### config.mk
export PLATFORM = sky130hd
export DESIGN_NAME = point_disc_splatter_core
export DESIGN_NICKNAME = d
export VERILOG_FILES = /design/src/hdl/pds_pkg.sv /design/src/hdl/pds_div.sv /design/src/hdl/pds_front.sv /design/src/hdl/pds_fifo.sv /design/src/hdl/pds_back.sv /design/src/hdl/point_disc_splatter_core.sv
export SDC_FILE = /design/constraint.sdc
export NUM_CORES = 2
export LEC_CHECK = 0
export ABC_AREA = 1
export BUFFER_PORTS_ARGS = -buffer_cell sky130_fd_sc_hd__buf_4
export CAP_MARGIN = 0
export CORE_MARGIN = 1.5
export CORE_UTILIZATION = 45
export CTS_CLUSTER_SIZE = 12
export DETAILED_ROUTE_END_ITERATION = 8
export GPL_TIMING_DRIVEN = 1
export SETUP_SLACK_MARGIN = 0.15
export SLEW_MARGIN = 20
export SYNTH_ARGS = -nofsm -noshare
export SYNTH_HDL_FRONTEND = slang
export SYNTH_HIERARCHICAL = 1
export SYNTH_SLANG_ARGS = --single-unit
### constraint.sdc
create_clock -name clk -period 8.76 [get_ports clk]
set_input_delay 1.314 -clock clk [delete_from_list [all_inputs] [get_ports clk]]
set_output_delay 1.314 -clock clk [all_outputs]
set_load 0.01 [all_outputs]
### src/hdl/pds_pkg.sv
// Package with the shared types, constants and helper functions of the disc splatter.
`timescale 1ns / 1ps
package pds_pkg;

	localparam int MaxImageSize = 1024;
	localparam int SizeW        = 11;
	localparam int PixW         = 10;
	localparam int GrayW        = 16;
	localparam int DivRemW      = 32;
	localparam int DivLoW       = 25;
	localparam int DivCntW      = 5;
	localparam int FifoDepth    = 4;
	localparam int FifoAw       = 2;
	localparam int FifoCntW     = 3;

	localparam logic [GrayW-1:0] WhiteGray   = 16'd65529;
	localparam logic [GrayW-1:0] SatGray     = 16'd65535;
	localparam logic [8:0]       ColorOffset = 9'd10;

	// Steps the shared divider runs for each kind of quotient.
	localparam logic [DivCntW-1:0] StepsPos  = 5'd10;
	localparam logic [DivCntW-1:0] StepsMod  = 5'd20;
	localparam logic [DivCntW-1:0] StepsGray = 5'd25;

	typedef enum logic [2:0] {
		REG_HALF_WIDTH = 3'd0,
		REG_IMAGE_SIZE = 3'd1,
		REG_POINT_SIZE = 3'd2,
		REG_AXIS       = 3'd3,
		REG_COLOR_LOW  = 3'd4,
		REG_COLOR_HIGH = 3'd5
	} reg_idx_t;

	typedef enum logic [1:0] {
		AXIS_NONE = 2'd0,
		AXIS_X    = 2'd1,
		AXIS_Y    = 2'd2,
		AXIS_Z    = 2'd3
	} axis_t;

	typedef struct packed {
		logic [30:0]      half_width;
		logic [SizeW-1:0] image_size;
		logic [2:0]       point_size;
		logic [1:0]       axis;
		logic [7:0]       color_low;
		logic [7:0]       color_high;
	} cfg_t;

	// One classified star waiting for the disc rasterizer.
	typedef struct packed {
		logic [PixW-1:0]  px;
		logic [PixW-1:0]  py;
		logic [GrayW-1:0] gray;
	} item_t;

	typedef struct packed {
		logic [DivRemW-1:0] rem_init;
		logic [DivLoW-1:0]  lo;
		logic [DivRemW-1:0] divisor;
		logic [DivCntW-1:0] steps;
	} div_req_t;

	// Image size limited to the largest supported image.
	function automatic logic [SizeW-1:0] eff_size(input logic [SizeW-1:0] s);
		logic [SizeW-1:0] r;
		r = (s > SizeW'(MaxImageSize)) ? SizeW'(MaxImageSize) : s;
		return r;
	endfunction

	// Half-width of one disc row at distance a from the center row.
	function automatic logic [1:0] row_half(input logic [1:0] r, input logic [1:0] a);
		logic [1:0] h;
		h = r;
		if (r == 2'd2) begin
			h = (a == 2'd2) ? 2'd1 : 2'd2;
		end else if (r == 2'd3) begin
			case (a)
				2'd0: h = 2'd3;
				2'd1: h = 2'd3;
				2'd2: h = 2'd2;
				default: h = 2'd1;
			endcase
		end
		return h;
	endfunction

endpackage

### src/hdl/pds_div.sv
// Restoring divider, one quotient bit per cycle, shared by the front end.
`timescale 1ns / 1ps
module pds_div (
	input  logic                      clk,
	input  logic                      arst_n,
	input  logic                      start,
	input  pds_pkg::div_req_t         req,
	output logic                      done,
	output logic [pds_pkg::DivLoW-1:0]  quot,
	output logic [pds_pkg::DivRemW-1:0] rem
);

	logic [pds_pkg::DivRemW-1:0] rem_q;
	logic [pds_pkg::DivLoW-1:0]  lo_q;
	logic [pds_pkg::DivLoW-1:0]  quot_q;
	logic [pds_pkg::DivRemW-1:0] div_q;
	logic [pds_pkg::DivCntW-1:0] cnt_q;
	logic                        busy_q;
	logic                        done_q;
	logic [pds_pkg::DivRemW:0]   trial;
	logic [pds_pkg::DivRemW:0]   diff;
	logic                        ge;

	// Bring down the next dividend bit and try one subtraction.
	always_comb begin
		trial = {rem_q, lo_q[pds_pkg::DivLoW-1]};
		diff  = trial - {1'b0, div_q};
		ge    = (trial >= {1'b0, div_q});
	end

	// Step counter and status flags.
	always_ff @(posedge clk or negedge arst_n) begin
		if (!arst_n) begin
			cnt_q  <= '0;
			busy_q <= 1'b0;
			done_q <= 1'b0;
		end else if (start) begin
			cnt_q  <= req.steps;
			busy_q <= 1'b1;
			done_q <= 1'b0;
		end else if (busy_q) begin
			cnt_q <= cnt_q - 1'b1;
			if (cnt_q == pds_pkg::DivCntW'(1)) begin
				busy_q <= 1'b0;
				done_q <= 1'b1;
			end
		end else begin
			done_q <= 1'b0;
		end
	end

	// Partial remainder, dividend bits and quotient.
	always_ff @(posedge clk) begin
		if (start) begin
			rem_q  <= req.rem_init;
			lo_q   <= req.lo;
			div_q  <= req.divisor;
			quot_q <= '0;
		end else if (busy_q) begin
			rem_q  <= ge ? diff[pds_pkg::DivRemW-1:0] : trial[pds_pkg::DivRemW-1:0];
			lo_q   <= {lo_q[pds_pkg::DivLoW-2:0], 1'b0};
			quot_q <= {quot_q[pds_pkg::DivLoW-2:0], ge};
		end
	end

	assign done = done_q;
	assign quot = quot_q;
	assign rem  = rem_q;

endmodule

### src/hdl/pds_front.sv
// Front end: takes a star, culls it, and works out its pixel and gray level.
`timescale 1ns / 1ps
module pds_front (
	input  logic                   clk,
	input  logic                   arst_n,
	input  pds_pkg::cfg_t          cfg,
	input  logic                   in_valid,
	output logic                   in_ready,
	input  logic signed [31:0]     pos_x,
	input  logic signed [31:0]     pos_y,
	input  logic signed [31:0]     pos_z,
	input  logic signed [19:0]     star_index,
	input  logic                   fifo_full,
	output logic                   push,
	output pds_pkg::item_t         push_item
);

	typedef enum logic [10:0] {
		F_IDLE = 11'b00000000001,
		F_CHK  = 11'b00000000010,
		F_LI   = 11'b00000000100,
		F_WI   = 11'b00000001000,
		F_LJ   = 11'b00000010000,
		F_WJ   = 11'b00000100000,
		F_LM   = 11'b00001000000,
		F_WM   = 11'b00010000000,
		F_LG   = 11'b00100000000,
		F_WG   = 11'b01000000000,
		F_PUSH = 11'b10000000000
	} fstate_t;

	fstate_t state_q;

	logic signed [31:0] u_q;
	logic signed [31:0] v_q;
	logic signed [19:0] idx_q;
	logic [41:0]        nu_q;
	logic [41:0]        nv_q;
	logic [pds_pkg::PixW-1:0]  pi_q;
	logic [pds_pkg::PixW-1:0]  pj_q;
	logic [7:0]                m_q;
	logic [pds_pkg::GrayW-1:0] gray_q;

	logic [pds_pkg::SizeW-1:0] size_eff;
	logic signed [32:0]        lim;
	logic signed [32:0]        u_ext;
	logic signed [32:0]        v_ext;
	logic                      in_view;
	logic [32:0]               au;
	logic [32:0]               av;
	logic [43:0]               prod_u;
	logic [43:0]               prod_v;
	logic [8:0]                m_off;

	logic                        div_start;
	pds_pkg::div_req_t           div_req;
	logic                        div_done;
	logic [pds_pkg::DivLoW-1:0]  div_quot;
	logic [pds_pkg::DivRemW-1:0] div_rem;

	// Window test and the numerators of the pixel coordinates.
	always_comb begin
		size_eff = pds_pkg::eff_size(cfg.image_size);
		lim      = $signed({2'b00, cfg.half_width});
		u_ext    = 33'(u_q);
		v_ext    = 33'(v_q);
		in_view  = (u_ext > -lim) && (u_ext < lim) && (v_ext > -lim) && (v_ext < lim);
		au       = 33'({2'b00, cfg.half_width}) + 33'(u_q);
		av       = 33'({2'b00, cfg.half_width}) + 33'(v_q);
		prod_u   = au[31:0] * {1'b0, size_eff[10:0]};
		prod_v   = av[31:0] * {1'b0, size_eff[10:0]};
		m_off    = {1'b0, m_q} + pds_pkg::ColorOffset;
	end

	// Operands for the shared divider.
	always_comb begin
		div_start = (state_q == F_LI) || (state_q == F_LJ) ||
			(state_q == F_LM) || (state_q == F_LG);
		div_req.rem_init = nu_q[41:10];
		div_req.lo       = {nu_q[9:0], 15'b0};
		div_req.divisor  = {cfg.half_width, 1'b0};
		div_req.steps    = pds_pkg::StepsPos;
		case (state_q)
			F_LJ: begin
				div_req.rem_init = nv_q[41:10];
				div_req.lo       = {nv_q[9:0], 15'b0};
			end
			F_LM: begin
				div_req.rem_init = '0;
				div_req.lo       = {idx_q, 5'b0};
				div_req.divisor  = 32'(cfg.color_high - cfg.color_low);
				div_req.steps    = pds_pkg::StepsMod;
			end
			F_LG: begin
				div_req.rem_init = '0;
				div_req.lo       = {m_off, 16'b0};
				div_req.divisor  = 32'(cfg.color_high);
				div_req.steps    = pds_pkg::StepsGray;
			end
			default: begin
				div_req.steps = pds_pkg::StepsPos;
			end
		endcase
	end

	pds_div u_div (
		.clk    (clk),
		.arst_n (arst_n),
		.start  (div_start),
		.req    (div_req),
		.done   (div_done),
		.quot   (div_quot),
		.rem    (div_rem)
	);

	// Sequencer for one star.
	always_ff @(posedge clk or negedge arst_n) begin
		if (!arst_n) begin
			state_q <= F_IDLE;
		end else begin
			case (state_q)
				F_IDLE: if (in_valid) state_q <= F_CHK;
				F_CHK: begin
					if (in_view && (size_eff != '0)) state_q <= F_LI;
					else state_q <= F_IDLE;
				end
				F_LI: state_q <= F_WI;
				F_WI: if (div_done) state_q <= F_LJ;
				F_LJ: state_q <= F_WJ;
				F_WJ: begin
					if (div_done) begin
						if ((idx_q <= 0) || (cfg.color_high == '0)) state_q <= F_PUSH;
						else if (cfg.color_high > cfg.color_low) state_q <= F_LM;
						else state_q <= F_LG;
					end
				end
				F_LM: state_q <= F_WM;
				F_WM: if (div_done) state_q <= F_LG;
				F_LG: state_q <= F_WG;
				F_WG: if (div_done) state_q <= F_PUSH;
				F_PUSH: if (!fifo_full) state_q <= F_IDLE;
				default: state_q <= F_IDLE;
			endcase
		end
	end

	// Star data and intermediate results.
	always_ff @(posedge clk) begin
		case (state_q)
			F_IDLE: begin
				if (in_valid) begin
					case (pds_pkg::axis_t'(cfg.axis))
						pds_pkg::AXIS_X: begin
							u_q <= pos_y;
							v_q <= pos_z;
						end
						pds_pkg::AXIS_Y: begin
							u_q <= pos_z;
							v_q <= pos_x;
						end
						default: begin
							u_q <= pos_x;
							v_q <= pos_y;
						end
					endcase
					idx_q <= star_index;
				end
			end
			F_CHK: begin
				nu_q <= prod_u[41:0];
				nv_q <= prod_v[41:0];
			end
			F_WI: if (div_done) pi_q <= div_quot[pds_pkg::PixW-1:0];
			F_WJ: begin
				if (div_done) begin
					pj_q <= div_quot[pds_pkg::PixW-1:0];
					m_q  <= '0;
					if (idx_q <= 0) gray_q <= pds_pkg::WhiteGray;
					else gray_q <= pds_pkg::SatGray;
				end
			end
			F_WM: if (div_done) m_q <= div_rem[7:0];
			F_WG: begin
				if (div_done) begin
					if (div_quot[24:16] != '0) gray_q <= pds_pkg::SatGray;
					else gray_q <= div_quot[15:0];
				end
			end
			default: begin
				gray_q <= gray_q;
			end
		endcase
	end

	assign in_ready       = (state_q == F_IDLE);
	assign push           = (state_q == F_PUSH) && !fifo_full;
	assign push_item.px   = pi_q;
	assign push_item.py   = pj_q;
	assign push_item.gray = gray_q;

endmodule

### src/hdl/pds_fifo.sv
// Short queue of classified stars between the front end and the rasterizer.
`timescale 1ns / 1ps
module pds_fifo (
	input  logic           clk,
	input  logic           arst_n,
	input  logic           push,
	input  pds_pkg::item_t push_item,
	output logic           full,
	input  logic           pop,
	output pds_pkg::item_t head_item,
	output logic           empty
);

	pds_pkg::item_t mem_q [pds_pkg::FifoDepth];
	logic [pds_pkg::FifoAw-1:0]   wr_q;
	logic [pds_pkg::FifoAw-1:0]   rd_q;
	logic [pds_pkg::FifoCntW-1:0] cnt_q;

	// Pointers and fill count.
	always_ff @(posedge clk or negedge arst_n) begin
		if (!arst_n) begin
			wr_q  <= '0;
			rd_q  <= '0;
			cnt_q <= '0;
		end else begin
			if (push) wr_q <= wr_q + 1'b1;
			if (pop) rd_q <= rd_q + 1'b1;
			if (push && !pop) cnt_q <= cnt_q + 1'b1;
			else if (pop && !push) cnt_q <= cnt_q - 1'b1;
		end
	end

	// Entry storage.
	always_ff @(posedge clk) begin
		if (push) mem_q[wr_q] <= push_item;
	end

	assign head_item = mem_q[rd_q];
	assign full      = (cnt_q == pds_pkg::FifoCntW'(pds_pkg::FifoDepth));
	assign empty     = (cnt_q == '0);

endmodule

### src/hdl/pds_back.sv
// Back end: walks a star's clipped disc, one pixel write per cycle unless stalled.
`timescale 1ns / 1ps
module pds_back (
	input  logic                              clk,
	input  logic                              arst_n,
	input  pds_pkg::cfg_t                     cfg,
	input  logic                              fifo_empty,
	input  pds_pkg::item_t                    head_item,
	output logic                              pop,
	output logic                              out_valid,
	input  logic                              out_ready,
	output logic [pds_pkg::PixW-1:0]          pixel_x,
	output logic [pds_pkg::PixW-1:0]          pixel_y,
	output logic [pds_pkg::GrayW-1:0]         gray_level,
	output logic                              last_pixel
);

	typedef enum logic [1:0] {
		B_IDLE = 2'b01,
		B_RUN  = 2'b10
	} bstate_t;

	typedef logic signed [2:0] off_t;

	bstate_t state_q;

	logic [pds_pkg::PixW-1:0]  pi_q;
	logic [pds_pkg::PixW-1:0]  pj_q;
	logic [pds_pkg::GrayW-1:0] gray_q;
	logic [1:0]                r_q;
	off_t                      ii_q;
	off_t                      jj_q;
	off_t                      ihi_q;
	off_t                      jlo_q;
	off_t                      jhi_q;

	logic                        out_valid_q;
	logic [pds_pkg::PixW-1:0]    px_q;
	logic [pds_pkg::PixW-1:0]    py_q;
	logic [pds_pkg::GrayW-1:0]   gr_q;
	logic                        last_q;

	logic [pds_pkg::SizeW-1:0] size_eff;
	logic [1:0]                r_new;
	logic [pds_pkg::SizeW-1:0] di;
	logic [pds_pkg::SizeW-1:0] dj;
	off_t                      ilo_new;
	off_t                      ihi_new;
	off_t                      jlo_new;
	off_t                      jhi_new;
	off_t                      jend;
	off_t                      ii_next;
	logic                      adv;
	logic                      last_now;

	// First column of a disc row, after clipping.
	function automatic off_t row_start(input off_t ii, input off_t jlo, input logic [1:0] r);
		logic [1:0] a;
		off_t       nh;
		a  = ii[2] ? 2'(-ii) : ii[1:0];
		nh = -$signed({1'b0, pds_pkg::row_half(r, a)});
		return (jlo > nh) ? jlo : nh;
	endfunction

	// Last column of a disc row, after clipping.
	function automatic off_t row_end(input off_t ii, input off_t jhi, input logic [1:0] r);
		logic [1:0] a;
		off_t       h;
		a = ii[2] ? 2'(-ii) : ii[1:0];
		h = $signed({1'b0, pds_pkg::row_half(r, a)});
		return (jhi < h) ? jhi : h;
	endfunction

	// Clip bounds of the star at the head of the queue.
	always_comb begin
		size_eff = pds_pkg::eff_size(cfg.image_size);
		r_new    = cfg.point_size[2:1];
		di       = size_eff - 1'b1 - {1'b0, head_item.px};
		dj       = size_eff - 1'b1 - {1'b0, head_item.py};
		ilo_new  = -$signed({1'b0, (head_item.px < {8'b0, r_new}) ? head_item.px[1:0] : r_new});
		jlo_new  = -$signed({1'b0, (head_item.py < {8'b0, r_new}) ? head_item.py[1:0] : r_new});
		ihi_new  = $signed({1'b0, (di < {9'b0, r_new}) ? di[1:0] : r_new});
		jhi_new  = $signed({1'b0, (dj < {9'b0, r_new}) ? dj[1:0] : r_new});
	end

	// Walk control.
	always_comb begin
		adv      = !out_valid_q || out_ready;
		jend     = row_end(ii_q, jhi_q, r_q);
		ii_next  = ii_q + 3'sd1;
		last_now = (ii_q == ihi_q) && (jj_q == jend);
		pop      = (state_q == B_IDLE) && !fifo_empty;
	end

	always_ff @(posedge clk or negedge arst_n) begin
		if (!arst_n) begin
			state_q     <= B_IDLE;
			out_valid_q <= 1'b0;
		end else begin
			case (state_q)
				B_IDLE: if (!fifo_empty) state_q <= B_RUN;
				B_RUN: if (adv && last_now) state_q <= B_IDLE;
				default: state_q <= B_IDLE;
			endcase
			if ((state_q == B_RUN) && adv) out_valid_q <= 1'b1;
			else if (out_ready) out_valid_q <= 1'b0;
		end
	end

	// Star bounds, walk position and the output register.
	always_ff @(posedge clk) begin
		if (pop) begin
			pi_q   <= head_item.px;
			pj_q   <= head_item.py;
			gray_q <= head_item.gray;
			r_q    <= r_new;
			ihi_q  <= ihi_new;
			jlo_q  <= jlo_new;
			jhi_q  <= jhi_new;
			ii_q   <= ilo_new;
			jj_q   <= row_start(ilo_new, jlo_new, r_new);
		end else if ((state_q == B_RUN) && adv) begin
			px_q   <= pi_q + {{7{ii_q[2]}}, ii_q};
			py_q   <= pj_q + {{7{jj_q[2]}}, jj_q};
			gr_q   <= gray_q;
			last_q <= last_now;
			if (jj_q == jend) begin
				ii_q <= ii_next;
				jj_q <= row_start(ii_next, jlo_q, r_q);
			end else begin
				jj_q <= jj_q + 3'sd1;
			end
		end
	end

	assign out_valid  = out_valid_q;
	assign pixel_x    = px_q;
	assign pixel_y    = py_q;
	assign gray_level = gr_q;
	assign last_pixel = last_q;

endmodule

### src/hdl/point_disc_splatter_core.sv
// Top level of the point disc splatter: configuration registers and the three stages.
`timescale 1ns / 1ps
// Each accepted star is projected along the chosen axis, culled against the open view
// square, and turned into a pixel position and a gray level by one shared restoring
// divider that produces one quotient bit per cycle: first the two pixel coordinates,
// then, for a star with a positive index and a nonzero color_high, the color index
// modulo (only when color_high exceeds color_low) and the gray quotient. The front end
// waits to push while the queue is full. Culled stars free the input straight after
// the window check. A four-entry queue feeds the rasterizer, which takes a star off
// the queue and then writes its clipped disc (up to 9 pixels for a full square, 21 or
// 37 for the larger discs) at one pixel per cycle while out_ready allows, while the front
// end can already work on the next stars.
module point_disc_splatter_core (
	input  logic                              clk,
	input  logic                              arst_n,
	input  logic                              cfg_we,
	input  logic [2:0]                        cfg_addr,
	input  logic [30:0]                       cfg_wdata,
	input  logic                              in_valid,
	output logic                              in_ready,
	input  logic signed [31:0]                pos_x,
	input  logic signed [31:0]                pos_y,
	input  logic signed [31:0]                pos_z,
	input  logic signed [19:0]                star_index,
	output logic                              out_valid,
	input  logic                              out_ready,
	output logic [pds_pkg::PixW-1:0]          pixel_x,
	output logic [pds_pkg::PixW-1:0]          pixel_y,
	output logic [pds_pkg::GrayW-1:0]         gray_level,
	output logic                              last_pixel
);

	pds_pkg::cfg_t  cfg_q;
	logic           push;
	pds_pkg::item_t push_item;
	logic           fifo_full;
	logic           pop;
	pds_pkg::item_t head_item;
	logic           fifo_empty;

	// Configuration register writes.
	always_ff @(posedge clk or negedge arst_n) begin
		if (!arst_n) begin
			cfg_q.half_width <= 31'd131072;
			cfg_q.image_size <= 11'd256;
			cfg_q.point_size <= 3'd3;
			cfg_q.axis       <= 2'd3;
			cfg_q.color_low  <= 8'd10;
			cfg_q.color_high <= 8'd255;
		end else if (cfg_we) begin
			case (pds_pkg::reg_idx_t'(cfg_addr))
				pds_pkg::REG_HALF_WIDTH: cfg_q.half_width <= cfg_wdata;
				pds_pkg::REG_IMAGE_SIZE: cfg_q.image_size <= cfg_wdata[10:0];
				pds_pkg::REG_POINT_SIZE: cfg_q.point_size <= cfg_wdata[2:0];
				pds_pkg::REG_AXIS:       cfg_q.axis       <= cfg_wdata[1:0];
				pds_pkg::REG_COLOR_LOW:  cfg_q.color_low  <= cfg_wdata[7:0];
				pds_pkg::REG_COLOR_HIGH: cfg_q.color_high <= cfg_wdata[7:0];
				default: cfg_q <= cfg_q;
			endcase
		end
	end

	pds_front u_front (
		.clk        (clk),
		.arst_n     (arst_n),
		.cfg        (cfg_q),
		.in_valid   (in_valid),
		.in_ready   (in_ready),
		.pos_x      (pos_x),
		.pos_y      (pos_y),
		.pos_z      (pos_z),
		.star_index (star_index),
		.fifo_full  (fifo_full),
		.push       (push),
		.push_item  (push_item)
	);

	pds_fifo u_fifo (
		.clk       (clk),
		.arst_n    (arst_n),
		.push      (push),
		.push_item (push_item),
		.full      (fifo_full),
		.pop       (pop),
		.head_item (head_item),
		.empty     (fifo_empty)
	);

	pds_back u_back (
		.clk        (clk),
		.arst_n     (arst_n),
		.cfg        (cfg_q),
		.fifo_empty (fifo_empty),
		.head_item  (head_item),
		.pop        (pop),
		.out_valid  (out_valid),
		.out_ready  (out_ready),
		.pixel_x    (pixel_x),
		.pixel_y    (pixel_y),
		.gray_level (gray_level),
		.last_pixel (last_pixel)
	);

endmodule

== Word level (Yosys, flattened, before mapping) ==
Memories as Yosys holds them, arrays and structs flattened.
Cells that the tools add are included.

* Add/subtract/negate cells: 25
* Multiply operators: 2
* $lt $le $gt $ge: 15
* Eq/ne operators: 43
* Mux-type cells: 78
* Bitwise gates (word level): 1
* Reduce and logical (&&, ||, !) cells: 54

{| class="wikitable"
|+ Operators by type and width
! kind !! count
|-
| 32-bit one-hot mux with 2 select lines || 3
|-
| 57-bit one-hot mux with 3 select lines || 1
|-
| 11-bit one-hot mux with 11 select lines || 1
|-
| 32-bit two-way mux || 3
|-
| 11-bit two-way mux || 8
|-
| 32-bit by 11-bit multiplier with 42-bit output || 2
|-
| 32-bit by 33-bit > comparator with 1-bit output || 2
|-
| 32-bit adder || 2
|-
| 32-bit less-than comparator || 2
|-
| 25-bit two-way mux || 2
|-
| 16-bit two-way mux || 3
|-
| 2-bit two-way mux || 23
|-
| 3-bit two-way mux || 12
|-
| 33-bit by 32-bit greater-or-equal comparator with 1-bit output || 1
|-
| 31-bit negator with 33-bit output || 1
|-
| 16-bit one-hot mux with 2 select lines || 1
|-
| 32-bit subtractor || 1
|-
| 2-bit AND reduction || 12
|-
| 11-bit by 2-bit less-than comparator with 1-bit output || 2
|-
| 11-bit by 10-bit subtractor with 11-bit output || 2
|-
| 10-bit adder || 2
|-
| 20-bit by 1-bit less-or-equal comparator with 1-bit output, second input constant || 1
|-
| 10-bit by 2-bit less-than comparator with 1-bit output || 2
|-
| 2-bit == test, second input constant || 9
|-
| other kinds (54) || 120
|}

* Register bits after elaboration: 505
* RAM bits: 144
* Input port bits: 155
* Output and inout bits: 39
* Memories: 1

{| class="wikitable"
|+ Memories
! memory !! words !! width !! rd ports !! clocked after Yosys merged registers in !! write ports !! RTL line !! text
|-
| u_fifo.mem_q || 4 || 36 || 1 || 0 || 1 || pds_fifo.sv:14 || <nowiki>pds_pkg::item_t mem_q [pds_pkg::FifoDepth];</nowiki>
|}

== Depth between registers and ports, before layout ==
* Depth after elaboration: 19
* Mapped depth: 36
* Depth with buffers taken out: 36

== Hierarchy ==
Netlist, hierarchy kept.

{| class="wikitable"
|+ Modules (own cells, without submodules)
! module !! instances !! cells each !! area an instance (um^2) !! sequential area each (um^2)
|-
| pds_front || 1 || 5081 || 40321.2 || 6642.6
|-
| pds_div || 1 || 1039 || 7639.8 || 3348.2
|-
| pds_fifo || 1 || 467 || 6158.4 || 4499.3
|-
| pds_back || 1 || 640 || 5834.3 || 2718.9
|-
| point_disc_splatter_core || 1 || 285 || 2548.7 || 1596.5
|}

== Worst setup path before layout ==
No wires, ideal clock.

* Path kind: flip-flop to flip-flop
* Start: reg cfg_q[32] in the netlist's numbering
* End: reg u_front.nu_q[30], data pin
* Library setup time: 0.262 ns
* Data arrival time: 6.175 ns
* Required time: 8.498 ns
* Setup slack: 2.323 ns
* Cell stages (with the launch flop): 27
* Buffers on the path: 0
* Cell sequence: dfrtp_1 ha_1 inv_1 fa_1 nor2_1 o21ai_1 nand2_2 a21boi_4 o21ai_0 xor2_1 inv_1 nor2_1 fa_1 fa_1 fa_1 fa_1 inv_1 fa_1 inv_1 ha_1 a21oi_1 o21ai_0 o21bai_1 a21o_1 a21oi_1 o21bai_1 xor2_1

* Cells in the longest elaborated chain, start to end: 2

{| class="wikitable"
|+ RTL lines
! element !! RTL line !! text
|-
| from (decl) || point_disc_splatter_core.sv:33 || <nowiki>pds_pkg::cfg_t cfg_q;</nowiki>
|-
| from (signal assigned) || point_disc_splatter_core.sv:58 || <nowiki>default: cfg_q <= cfg_q;</nowiki>
|-
| 32-bit adder || pds_front.sv:68 || <nowiki>au = 33'({2'b00, cfg.half_width}) + 33'(u_q);</nowiki>
|-
| 32-bit by 11-bit multiplier with 42-bit output || pds_front.sv:70 || <nowiki>prod_u = au[31:0] * {1'b0, size_eff[10:0]};</nowiki>
|-
| via u_front.prod_u[30] || pds_front.sv:51 || <nowiki>logic [43:0] prod_u;</nowiki>
|-
| to (signal assigned) || pds_front.sv:170 || <nowiki>nu_q <= prod_u[41:0];</nowiki>
|-
| to (decl) || pds_front.sv:37 || <nowiki>logic [41:0] nu_q;</nowiki>
|}

The timed path passes the listed nets, and every way through them passes these cells.
A chain may end at the register's enable or synchronous reset.

== Final worst setup path ==
* Start: reg cfg_q[49] in the netlist's numbering
* End: reg u_front.nu_q[23], data pin

Same word-level chain as after synthesis.

==> impl_metrics.tcl <==
set metrics [dict create \
    io_pins 194 \
    grt_pass1_wl_mm 316 \
    placed_area_um2 65900 \
    nFillCells 13400 \
    end_kind "flip-flop" \
    holdWs_ns 0.385 \
    rsz0062_at_grt "false" \
    cts_made_buffers 77 \
    dieArea_um2 141000 \
    core.rowCount 136 \
    via_per_inst 5.38 \
    multi_input_area_um2 37200 \
    hold_violations 0 \
    seq_area_um2 18800 \
    maxSlewViolCount 0 \
    first_pass_iters 6 \
    finalWorstPathRequiredPeriod_ns 7.91 \
    synthCells 7508 \
    hold_class "reg2reg" \
    track_usage_pct 29.6 \
    antenna_found_initial 19 \
    cp_max_fo 11 \
    drtIter0Drc 4321 \
    start_kind "flip-flop" \
    cts_tree "done" \
    fin_tns_setup_ns 0 \
    final_common_cell "nand2_1" \
    setup_viol 0 \
    drc 0 \
    fin_area_um2 68500 \
    grt_pass1_vias 51300 \
    nNetsFinal 8827 \
    cts_htree_levels 3 \
    gp_congestion 0.966 \
    port_buffers 193 \
    required_ns 9.16 \
    wl_mm 207 \
    initial_utilization_pct 45.4 \
    wl_per_cell_um 21.7 \
    die_w_um 376 \
    clk_latency_ns 0.71 \
    max-clock-path-buffers 3 \
    cts_setup_buffers 0 \
    design.core.area_um2 138000 \
    fmax_ghz 0.126 \
    clkTransAtPathRegs_ns 0.06 \
    synth_area_per_cell_um2 8.32 \
    tightest_slew_ns 1.25 \
    finalCritPeriodShare_pct 90.3 \
    vias 51300 \
    critPathKind "reg2reg" \
    drv_cap 0 \
    layout-drive-gt1-share_pct 8.33 \
    areaGrowthSynthToFinish_pct 9.64 \
    slew_headroom_pct 15.5 \
    gr-total-overflow 0 \
    cts_num_sinks 648 \
    grt_max_degree 129 \
    final_cell_mix "nand2_1 (1670), inv_1 (1425), nor2_1 (670), fa_1 (545), edfxtp_1 (533)" \
    netlist_area_um2 62500 \
    hpwl_mm 167 \
    die_h_um 376 \
    cts-resized-gates 0 \
    root_buffer "clkbuf_16" \
    critPathArrivalTime_ns 8.31 \
    ys_warn_count 6 \
    fin_skew_ns 0.0514 \
    ctsHoldBuffers 0 \
    ant_nets 0 \
    status "complete, no violations" \
]
==> cell type report <==
type	instances	area share [%]
Timing Repair Buffer	270	3.00
Sequential cell	648	27.4
Tap cell	1794	3.28
Clock buffer	106	3.05
Clock inverter	37	0.683
Inverter	1501	8.24
Multi-Input combinational cell	5178	54.3
Antenna cell	7	0.0256
==> sequential cells by signal (all words and copies together) (netlist names), 16 cells and up <==
name	flops
u_fifo/mem_q	144
cfg_q	62
u_front/nu_q	42
u_front/nv_q	42
u_front/u_div/div_q	32
u_front/u_div/rem	32
u_front/u_q	32
u_front/v_q	32
u_front/u_div/lo_q	25
u_front/u_div/quot	25
u_front/idx_q	20
u_back/gray_level	16
u_back/gray_q	16
u_front/gray_q	16
==> worst max-delay path, stage by stage (launching register included) <==
cell	delay, ns
dfstp_2	0.59
inv_1	0.18
ha_1	0.49
nor2_1	0.19
nand2_1	0.10
nor2_1	0.39
nand3_1	0.25
nand3_2	0.18
xor2_1	0.11
buf_4	0.20
or2_2	0.30
fa_1	0.51
fa_1	0.54
inv_1	0.05
fa_1	0.46
fa_1	0.55
inv_1	0.06
fa_1	0.53
inv_1	0.04
ha_1	0.34
nand2_1	0.13
nor2_1	0.18
inv_1	0.09
nor2_1	0.11
inv_1	0.05
o21ai_0	0.33
a21oi_1	0.14
xnor2_1	0.49
==> through the flow <==
stage	utilization [%]	setup WS, ns	cells
6_report	49.8	0.851	9541
5_1_grt	49.7	0.517	9534
4_1_cts	49.7	0.950	9534
3_5_place_dp	47.9	1.00	9391
3_3_place_gp	47.9	0.966	9391
2_1_floorplan	-	2.32	7512
==> routing by layer <==
metal | global-route usage [%] | part of all wire [%] | vias up
li1 | - | - | 24200
met3 | 3.98 | 6.5 | 320
met1 | 39.5 | 43 | 25100
met4 | 11.3 | 4.1 | 6
met5 | 0 | 0.023 | -
met2 | 49.0 | 47 | 1721
==> final timing paths <==
check	from	endpoint	slack [ns]	cells past startpoint
max in group asynchronous	arst_n	u_fifo/rd_q[0]	6.85	2
worst min register to register	u_back/gray_q[12]	u_back/gray_level[12]	0.38	0
worst max-delay path	cfg_q[49]	u_front/nu_q[23]	0.85	27
worst max register to register	cfg_q[49]	u_front/nu_q[23]	0.85	27
worst min-delay path	u_back/gray_q[12]	u_back/gray_level[12]	0.38	0
min in group asynchronous	arst_n	cfg_q[56]	0.58	1
Power is not shown: default switching activity piles up to over one toggle a cycle in this logic, so the estimate is an artifact.
